**src/design/blx_pkg.sv**
```systemverilog
// Package for the brace neutralizing lexer: item types, character codes and the byte lexing function.
package blx_pkg;

    // Character codes that the lexer recognises.
    localparam logic [7:0] CH_LBRACE = 8'h7B;
    localparam logic [7:0] CH_RBRACE = 8'h7D;
    localparam logic [7:0] CH_BSLASH = 8'h5C;
    localparam logic [7:0] CH_NL     = 8'h0A;
    localparam logic [7:0] CH_STAR   = 8'h2A;
    localparam logic [7:0] CH_SLASH  = 8'h2F;
    localparam logic [7:0] CH_DQUOTE = 8'h22;
    localparam logic [7:0] CH_SQUOTE = 8'h27;
    localparam logic [7:0] CH_SPACE  = 8'h20;
    localparam logic [7:0] CH_NUL    = 8'h00;

    // Depth of the result queue in items.
    localparam int unsigned OBUF_DEPTH = 3;

    // Input item.
    typedef struct packed {
        logic [7:0] char_in;
        logic       end_of_text;
    } t_in;

    // Result item.
    typedef struct packed {
        logic [7:0] char_out;
        logic       last_out;
    } t_out;

    // Lexer modes, one-hot.
    typedef enum logic [4:0] {
        MODE_CODE  = 5'b00001,
        MODE_STR   = 5'b00010,
        MODE_CHR   = 5'b00100,
        MODE_LINE  = 5'b01000,
        MODE_BLOCK = 5'b10000
    } t_mode;

    // State that carries from one examined byte to the next.
    typedef struct packed {
        t_mode mode;
        logic  skip;
    } t_lex_state;

    // Outcome of examining one byte.
    typedef struct packed {
        t_lex_state st;
        logic [7:0] res;
    } t_lex_out;

    // Results that one accepted item pushes into the result queue.
    typedef struct packed {
        logic [1:0] count;
        t_out       first;
        t_out       second;
    } t_push;

    // Examine byte cur with lookahead nxt and return the byte to emit with the new state.
    function automatic t_lex_out lex_byte(t_lex_state st, logic [7:0] cur, logic [7:0] nxt);
        t_lex_out o;
        logic     closes;
        logic     blank_en;
        o        = '{st: st, res: cur};
        closes   = 1'b0;
        blank_en = 1'b0;
        if (st.skip) begin
            o.st.skip = 1'b0;
        end else begin
            case (st.mode)
                MODE_CODE: begin
                    if (cur == CH_DQUOTE) begin
                        o.st.mode = MODE_STR;
                    end else if (cur == CH_SQUOTE) begin
                        o.st.mode = MODE_CHR;
                    end else if (cur == CH_SLASH && nxt == CH_SLASH) begin
                        o.st.mode = MODE_LINE;
                    end else if (cur == CH_SLASH && nxt == CH_STAR) begin
                        o.st.mode = MODE_BLOCK;
                    end
                end
                MODE_STR: begin
                    if (cur == CH_BSLASH) begin
                        o.st.skip = 1'b1;
                    end else begin
                        closes   = (cur == CH_DQUOTE);
                        blank_en = 1'b1;
                    end
                end
                MODE_CHR: begin
                    if (cur == CH_BSLASH) begin
                        o.st.skip = 1'b1;
                    end else begin
                        closes   = (cur == CH_SQUOTE);
                        blank_en = 1'b1;
                    end
                end
                MODE_LINE: begin
                    closes   = (cur == CH_NL);
                    blank_en = 1'b1;
                end
                MODE_BLOCK: begin
                    // The slash that ends the comment is passed on unexamined.
                    if (cur == CH_STAR && nxt == CH_SLASH) begin
                        closes    = 1'b1;
                        o.st.skip = 1'b1;
                    end
                    blank_en = 1'b1;
                end
                default: begin
                    o.st.mode = MODE_CODE;
                end
            endcase
            if (closes) begin
                o.st.mode = MODE_CODE;
            end else if (blank_en && (cur inside {CH_LBRACE, CH_RBRACE})) begin
                o.res = CH_SPACE;
            end
        end
        return o;
    endfunction

endpackage

```
**src/design/brace_neutralizing_lexer_unit.sv**
```systemverilog
// Top level of the brace neutralizing lexer: lexer stage followed by the result queue.
//
//  Channel   Valid    Stall    Payload   Item
//  input     i_valid  o_stall  i_data    one source byte with its end flag
//  result    o_valid  i_stall  o_data    one output byte with its last flag
//
// One item is accepted per cycle while o_stall is low; its results are written to the queue.
// A byte comes out one item late, and the final item of a text of two or more bytes
// yields two results, which the result queue hands out one after the other.
// o_stall rises only when the three-entry result queue holds two or more items.
// Reset is synchronous and active low; it clears the lexer mode and the queue.
module brace_neutralizing_lexer_unit
    import blx_pkg::*;
(
    input  logic i_clk,
    input  logic i_rst_n,
    input  logic i_valid,
    output logic o_stall,
    input  t_in  i_data,
    output logic o_valid,
    input  logic i_stall,
    output t_out o_data
);

    logic  accept;
    t_push push;
    logic  full;

    assign o_stall = full;
    assign accept  = i_valid && !full;

    // Lexer stage.
    blx_lexer u_lexer (
        .i_clk    (i_clk),
        .i_rst_n  (i_rst_n),
        .i_accept (accept),
        .i_data   (i_data),
        .o_push   (push)
    );

    // Result queue.
    blx_obuf u_obuf (
        .i_clk     (i_clk),
        .i_rst_n   (i_rst_n),
        .i_push_en (accept),
        .i_push    (push),
        .i_stall   (i_stall),
        .o_valid   (o_valid),
        .o_data    (o_data),
        .o_full    (full)
    );

endmodule

```
**src/design/blx_lexer.sv**
```systemverilog
// Lexer stage: mode and lookahead registers and the logic that turns one item into its results.
module blx_lexer
    import blx_pkg::*;
(
    input  logic  i_clk,
    input  logic  i_rst_n,
    input  logic  i_accept,
    input  t_in   i_data,
    output t_push o_push
);

    t_lex_state r_st;
    t_lex_state n_st;
    logic [7:0] r_held;
    logic [7:0] n_held;
    logic       r_held_valid;
    logic       n_held_valid;

    t_lex_state st_mid;
    t_lex_out   lex_held;
    t_lex_out   lex_last;

    // Examine the held byte first, then the final byte against a zero lookahead.
    always_comb begin
        lex_held = lex_byte(r_st, r_held, i_data.char_in);
        st_mid   = r_held_valid ? lex_held.st : r_st;
        lex_last = lex_byte(st_mid, i_data.char_in, CH_NUL);
    end

    // Results pushed and next state for an accepted item.
    always_comb begin
        o_push.count  = {1'b0, r_held_valid} + {1'b0, i_data.end_of_text};
        o_push.first  = '{char_out: lex_held.res, last_out: 1'b0};
        o_push.second = '{char_out: lex_last.res, last_out: 1'b1};
        if (!r_held_valid) begin
            o_push.first = o_push.second;
        end
        n_st         = r_st;
        n_held       = r_held;
        n_held_valid = r_held_valid;
        if (i_accept) begin
            if (i_data.end_of_text) begin
                // The text ends here: everything returns to its reset values.
                n_st         = '{mode: MODE_CODE, skip: 1'b0};
                n_held_valid = 1'b0;
            end else begin
                n_st         = st_mid;
                n_held       = i_data.char_in;
                n_held_valid = 1'b1;
            end
        end
    end

    // Control state.
    always_ff @(posedge i_clk) begin
        if (!i_rst_n) begin
            r_st         <= '{mode: MODE_CODE, skip: 1'b0};
            r_held_valid <= 1'b0;
        end else begin
            r_st         <= n_st;
            r_held_valid <= n_held_valid;
        end
    end

    // Lookahead byte, read only while it is marked valid.
    always_ff @(posedge i_clk) begin
        r_held <= n_held;
    end

endmodule

```
**src/design/blx_obuf.sv**
```systemverilog
// Result queue: a shifting queue taking up to two items a cycle and giving one if unstalled.
module blx_obuf
    import blx_pkg::*;
(
    input  logic  i_clk,
    input  logic  i_rst_n,
    input  logic  i_push_en,
    input  t_push i_push,
    input  logic  i_stall,
    output logic  o_valid,
    output t_out  o_data,
    output logic  o_full
);

    t_out       r_slot [OBUF_DEPTH];
    t_out       n_slot [OBUF_DEPTH];
    logic [1:0] r_cnt;
    logic [1:0] n_cnt;
    logic       pop;
    logic [1:0] base;
    logic [1:0] push_cnt;

    assign o_valid = (r_cnt != 2'd0);
    assign o_data  = r_slot[0];
    // Room for two more items is kept so that a new item never waits on the output side.
    assign o_full  = (r_cnt > 2'd1);
    assign pop     = o_valid && !i_stall;
    assign base    = r_cnt - {1'b0, pop};

    // Shift on a pop, then write the new items behind what remains.
    always_comb begin
        push_cnt = i_push_en ? i_push.count : 2'd0;
        for (int i = 0; i < OBUF_DEPTH; i++) begin
            if (pop && i < OBUF_DEPTH - 1) begin
                n_slot[i] = r_slot[i + 1];
            end else begin
                n_slot[i] = r_slot[i];
            end
            if (push_cnt != 2'd0 && base == 2'(i)) begin
                n_slot[i] = i_push.first;
            end
            if (push_cnt == 2'd2 && base + 2'd1 == 2'(i)) begin
                n_slot[i] = i_push.second;
            end
        end
        n_cnt = base + push_cnt;
    end

    // Fill count.
    always_ff @(posedge i_clk) begin
        if (!i_rst_n) begin
            r_cnt <= 2'd0;
        end else begin
            r_cnt <= n_cnt;
        end
    end

    // Queue payload.
    always_ff @(posedge i_clk) begin
        for (int i = 0; i < OBUF_DEPTH; i++) begin
            r_slot[i] <= n_slot[i];
        end
    end

endmodule

```
**config.mk**
```make
export PLATFORM = sky130hd
export DESIGN_NAME = brace_neutralizing_lexer_unit
export DESIGN_NICKNAME = d
export VERILOG_FILES = /design/src/design/blx_pkg.sv /design/src/design/brace_neutralizing_lexer_unit.sv /design/src/design/blx_lexer.sv /design/src/design/blx_obuf.sv
export SDC_FILE = /design/constraint.sdc
export NUM_CORES = 1
export LEC_CHECK = 0
export ABC_CLOCK_PERIOD_IN_PS = 4900
export BUFFER_PORTS_ARGS = -buffer_cell sky130_fd_sc_hd__clkbuf_2
export CAP_MARGIN = 20
export CORE_MARGIN = 2
export CORE_UTILIZATION = 55
export CTS_BUF_LIST = sky130_fd_sc_hd__clkbuf_8
export DETAILED_ROUTE_END_ITERATION = 12
export PLACE_DENSITY = 0.74
export SETUP_SLACK_MARGIN = 0.15
export SLEW_MARGIN = 20
export SYNTH_ARGS = -nofsm -noshare
export SYNTH_HDL_FRONTEND = slang
export SYNTH_SLANG_ARGS = --single-unit
```
**constraint.sdc**
```tcl
create_clock -name i_clk -period 4.9 [get_ports i_clk]
set_input_delay 0.98 -clock i_clk [delete_from_list [all_inputs] [get_ports i_clk]]
set_output_delay 0.98 -clock i_clk [all_outputs]
set_load 0.01 [all_outputs]
```
==> metrics, run 1 <==
hold buffer count at cts=0; slowest CP cell=o32a_1; CP max stage delay=640 ps; Seq/Total Area, Yosys=38.9%; register bit count reported by yosys=44; Die Wd=78.9 um; synthesis-to-finish area growth=4.41%; Post-synth EDFFs=32; die height=78.9 um; Clock Skew=12.4 ps; Hold WC Path Type=flop to flop; Final Instance Area=0.00323 mm^2; largest net degree at the start of global routing=20; crit path kind=primary input to flop; f_max=0.289 GHz; Power Density=376 mW/mm^2; Min-Delay Path Depth=1; Fin. Hold Viols=0; root buffer cell=clkbuf_8; Reg-to-Reg Start=u_lexer.r_st[2]$_SDFFE_PN0P_; row count=27; DRT antenna net count=0; Rel. slew slack=39.9%; Worst-path clk slew=90 ps; CTS tree=done; DR iter-0 viols=335; Least-Margin Pin Slew=898 ps; initial antenna violation count=0; IO Port Bufs=23; Post-synth top cells=nand2_1, a21oi_1, edfxtp_1, nor2_1, nor3_1; asr flop ratio synth=0%; Final Wtd Congestion=0.939; global route overflow=0; clock latency on the worst-skew pair=310 ps; Yosys top cell by area=edfxtp_1; setup violators final=0; Max Fanout on Critical Path=18; placed cell area=0.00311 mm^2; Net Switching=412 uW; RSZ-0062 raised after global routing=false; Setup TNS=0 ps; drt total wl=7960 um; status=completed; Mapped Nets=379; H-tree levels=2; Clk pwr share=23.4%; DR vias=2,846; Setup Buffers After CTS=0; TritonCTS sink count=44; synthesized cell area=0.00309 mm^2; register share of total power=46.4%; min cycle time layout=3460 ps; Synth top area share=31.1%; initial core utilization=56.4%; hold path startpoint=u_obuf.r_slot[0][18]$_SDFFE_PP1P_; Max IR drop VDD=0.235 mV; DP HPWL=5720 um; die area=0.00623 mm^2; Sw Ratio=33.9%; Distinct cells, synth=59; clk buf depth=2; Max Cap Viol=0; vias in the first global route=2,511; Finished Core Util=58.9%; GRT Resource Usage Total=26.6%; crit path cell chain=clkbuf_2, nor4b_1, nand4_1, o2bb2ai_4, nor4_2, o32a_1, a2111oi_1, nor2_1; Post-Synthesis Cells=363; first-pass GRT wire length=12,900 um; final period utilization=70.7%; vias per cell=6.56; Worst setup EP type=flop; core area=0.00547 mm^2; Cell Int Power=802 uW; layout cell share with drive strength beyond 1=12.2%; WL/cell=18.3 um; ys flop type=edfxtp_1; WP data arrival=3530 ps; Final #Nets=377; WHS=463 ps; TritonCTS buffer count=5; worst reg2reg path depth=7; combinational share of power=30.2%; crit path launch type=primary input; ranking of synthesized cells by area=edfxtp_1, dfxtp_1, a21oi_1; drt pass-1 iters=5; Final Max Tran Viols=0; post_cts resized=0; # diodes=0; synth warn=0; leakage=1.11 nW; Critical path origin=i_data[7]; most common cell in the synthesized netlist=nand2_1; # IOs=24; Critical Path RT=4960 ps; Post-Syn Area per Cell=8.51 um^2; DR DRC count=0
sequential cells by signal, summed over array words and instances (netlist names):
register	flops
u_obuf.r_cnt	2
u_lexer.r_held_valid	1
u_lexer.r_st	6
u_obuf.r_slot	27
u_lexer.r_held	8
metrics by stage:
stage | power, mW | worst slack, ps | instances
floorplan | 0.868 | 1680 | 363
global route | 1.29 | 1230 | 434
global placement | 0.931 | 1180 | 426
finish | 1.21 | 1440 | 434
CTS | 1.21 | 1480 | 434
detailed placement | 0.936 | 1150 | 426
layout by cell type, fill, tap and decap left out, drive strengths merged, types with 3 or more instances in the layout:
master	instances
a21oi	37
nand2b	5
dfxtp	12
o21ai	22
o211ai	5
ha	3
edfxtp	32
nand4b	3
nor3	23
a2111oi	9
and2	5
nor2	30
nor3b	3
nor4b	5
nor4	8
nand4	4
nor2b	8
inv	9
a21o	3
nand3	11
xor2	5
o21bai	3
or4b	3
or2	5
nand2	47
clkbuf	28
cell type report:
cell class              instances  area, um^2
well taps                      72        90.1
clock inverters                 3        42.5
multi-input cells             277        1670
fillers                       510        2250
clock buffers                   5        68.8
flip-flops and latches         44        1200
repair buffers                 24         123
inverters                       9        33.8
power groups by stage:
stage,Sequential (mW),Combinational [mW],Clock (mW)
finish,0.563,0.367,0.284
global route,0.574,0.412,0.303
CTS,0.564,0.364,0.286
detailed placement,0.573,0.363,0
global placement,0.571,0.359,0
floorplan,0.548,0.320,0
cells by family (layout without fill, tap and decap cells):
logic type / count (synthesis) / after routing / share of synthesized area (%)
xor+xnor: 6 / 6 / 1.70
flops: 44 / 44 / 38.9
fa+ha+maj: 3 / 3 / 1.22
simple gates: 165 / 165 / 27.7
compound gates: 101 / 101 / 22.6
buf+inv: 42 / 41 / 7.17
mux: 2 / 2 / 0.648
final timing paths:
kind | endpoint | slack (ps)
setup / recovery | u_obuf.r_slot[0][25]$_DFFE_PP_ | 1440
hold / removal | u_obuf.r_slot[0][18]$_SDFFE_PP1P_ | 460
setup reg to reg | u_obuf.r_slot[0][25]$_DFFE_PP_ | 1510
hold reg to reg | u_obuf.r_slot[0][18]$_SDFFE_PP1P_ | 460
critical path: cells and delay by family:
family,cells,cell delay (ps)
buffers and inverters,1,170
AO/OA/AOI/OAI,3,1390
AND/OR/NAND/NOR,4,980
metal layers:
layer	track usage [%]	vias up	wire, um
li1	-	1340	-
met1	38.7	1341	3690
met2	41.3	150	3630
met3	3.52	15	503
met4	8.45	0	146
met5	0	-	0
No activity file was read; power rests on OpenSTA's default activity.
==> run 2: changes to the inputs <==
Settings changed: ABC_CLOCK_PERIOD_IN_PS 4900 to 3000, PLACE_DENSITY 0.74 to 0.77.
Clock period 4.9 ns to 3 ns, I/O delays scaled along.
==> metrics, run 2 (same netlist as run 1, synthesis figures left out) <==
status=finished with violations; failing checks=negative setup slack; Max IR drop VDD=0.336 mV; Min-Delay Path Depth=1; Worst Hold End=u_obuf.r_slot[0][18]$_SDFFE_PP1P_; DRT antenna net count=0; Crit path max-delay family=compound AO/OA/AOI/OAI gates; Least-Margin Pin Slew=733 ps; crit path kind=primary input to flop; Worst setup EP type=flop; Top reg by flops=u_obuf.r_slot; setup violators final=1; hold buffer count at cts=0; WL met1=3600 um; most common cell after layout, fill and taps aside=nand2_1; WP data arrival=3050 ps; Largest register FFs=27; Power Density=542 mW/mm^2; routed wl met3=1220 um; DR WL met2=4320 um; Critical Path Most Common Cell=buf_4; crit path buf inv count=3; final period utilization=100%; # IOs=24; largest net degree at the start of global routing=16; fin worst setup slack=-1.84 ps; CP max stage delay=660 ps; TritonCTS buffer count=5; DP HPWL=6250 um; Critical path origin=i_data[5]; Final #Nets=426; crit path cell chain=clkbuf_2, buf_4, nand4b_1, a2111oi_0, o211ai_1, or2_2, o32a_4, buf_4, a2111oi_4, nor2_1; f_max=0.333 GHz; row count=27; DR iter-0 viols=613; crit path launch type=primary input; GRT Resource Usage Total=28.1%; core area=0.00547 mm^2; DR DRC count=0; die area=0.00623 mm^2; clock latency on the worst-skew pair=310 ps; initial antenna violation count=0; WL/cell=20.3 um; global route overflow=0; Critical Path RT=3050 ps; Fin. Hold Viols=0; worst reg2reg path depth=10; Final Wtd Congestion=0.950; Final Instance Area=0.00393 mm^2; initial core utilization=56.4%; root buffer cell=clkbuf_8; Final Max Tran Viols=0; fillcell total=386; placed cell area=0.00342 mm^2; H-tree levels=2; uppermost layer routed=met4; DR vias=3,298; synthesis-to-finish area growth=27.1%; Max Fanout on Critical Path=7; Die Wd=78.9 um; most frequent cells in the layout=nand2_1, buf_4, a21oi_1, edfxtp_1, nor2_1; min cycle time layout=3000 ps; Rel. slew slack=50.7%; layout cell share with drive strength beyond 1=30.4%; # diodes=0; vias in the first global route=2,845; IO Port Bufs=23; slowest CP cell=a2111oi_0; first-pass GRT wire length=13,800 um; die height=78.9 um; pre-CTS WS=-24.6 ps; r2r setup slk=70 ps; drt pass-1 iters=7; Clock Skew=13.8 ps; leakage=1.43 nW; Reg-to-Reg Start=u_lexer.r_held[4]$_DFFE_PP_; CTS tree=done; Hold WC Path Type=flop to flop; clk buf depth=2; RSZ-0062 raised after global routing=true; vias per cell=6.83; Worst-path clk slew=80 ps; drt total wl=9810 um; biggest regs=u_obuf.r_slot (27), u_lexer.r_held (8), u_lexer.r_st (6); Critical R2R Capture=u_obuf.r_slot[0][13]$_DFFE_PP_; hold path startpoint=u_obuf.r_slot[0][18]$_SDFFE_PP1P_; TritonCTS sink count=44; Max Cap Viol=0
[run 2: power by group]
group / total (mW) / internal, mW / switching [mW]
Clock: 0.475 / 0.251 / 0.223
Combinational: 0.760 / 0.286 / 0.474
Sequential: 0.896 / 0.845 / 0.0511
[run 2: routing by layer]
metal	global-route usage, %	vias up
met5	0	-
met4	11.4	0
met3	4.77	77
met2	44.2	286
met1	38.6	1498
li1	-	1437
[run 2: worst max path at each step]
stage | to | cells after the start
6_report | u_obuf.r_slot[0][22]$_DFFE_PP_ | 10
5_1_grt | u_obuf.r_slot[0][19]$_DFFE_PP_ | 10
4_1_cts | u_obuf.r_slot[0][14]$_DFFE_PP_ | 8
3_5_place_dp | u_obuf.r_slot[0][7]$_DFFE_PP_ | 10
3_3_place_gp | u_obuf.r_slot[0][19]$_DFFE_PP_ | 9
2_1_floorplan | u_obuf.r_slot[0][19]$_DFFE_PP_ | 8
[run 2: area by class of cell]
class | instances | area, um^2 | share of cell area [%]
Clock buffer | 5 | 68.8 | 1.75
Clock inverter | 3 | 46.3 | 1.18
Inverter | 9 | 33.8 | 0.860
Multi-Input combinational cell | 277 | 1940 | 49.3
Sequential cell | 44 | 1200 | 30.6
Tap cell | 72 | 90.1 | 2.29
Timing Repair Buffer | 73 | 551 | 14.0
[run 2: worst register-to-register path, stage by stage (launching register included)]
cell      delay [ps]
edfxtp_1         420
buf_4            180
nor4b_4          310
nand4_1          190
buf_4            190
nor3_1           290
o22ai_1          190
o22ai_4          510
buf_8            240
nor3_2            60
a21oi_1          190
[run 2: timing repair]
action,CTS,global route
pin swaps,3,34
setup buffers,2,6
cloned,0,2
gates resized for setup,3,57
endpoints found under the setup margin,17,28
[run 2: metrics by stage]
| stage | power (mW) | cells | hold slack, ps | TNS, ps | utilization, % |
|---|---|---|---|---|---|
| global route | 2.24 | 483 | 479 | -21.0 | 71.8 |
| detailed placement | 1.59 | 465 | 441 | -68.6 | 62.5 |
| global placement | 1.56 | 465 | 435 | -22.4 | 62.5 |
| finish | 2.13 | 483 | 460 | -1.84 | 71.8 |
| CTS | 2.04 | 475 | 462 | 0 | 65.0 |
| floorplan | 1.42 | 363 | 426 | 0 | - |
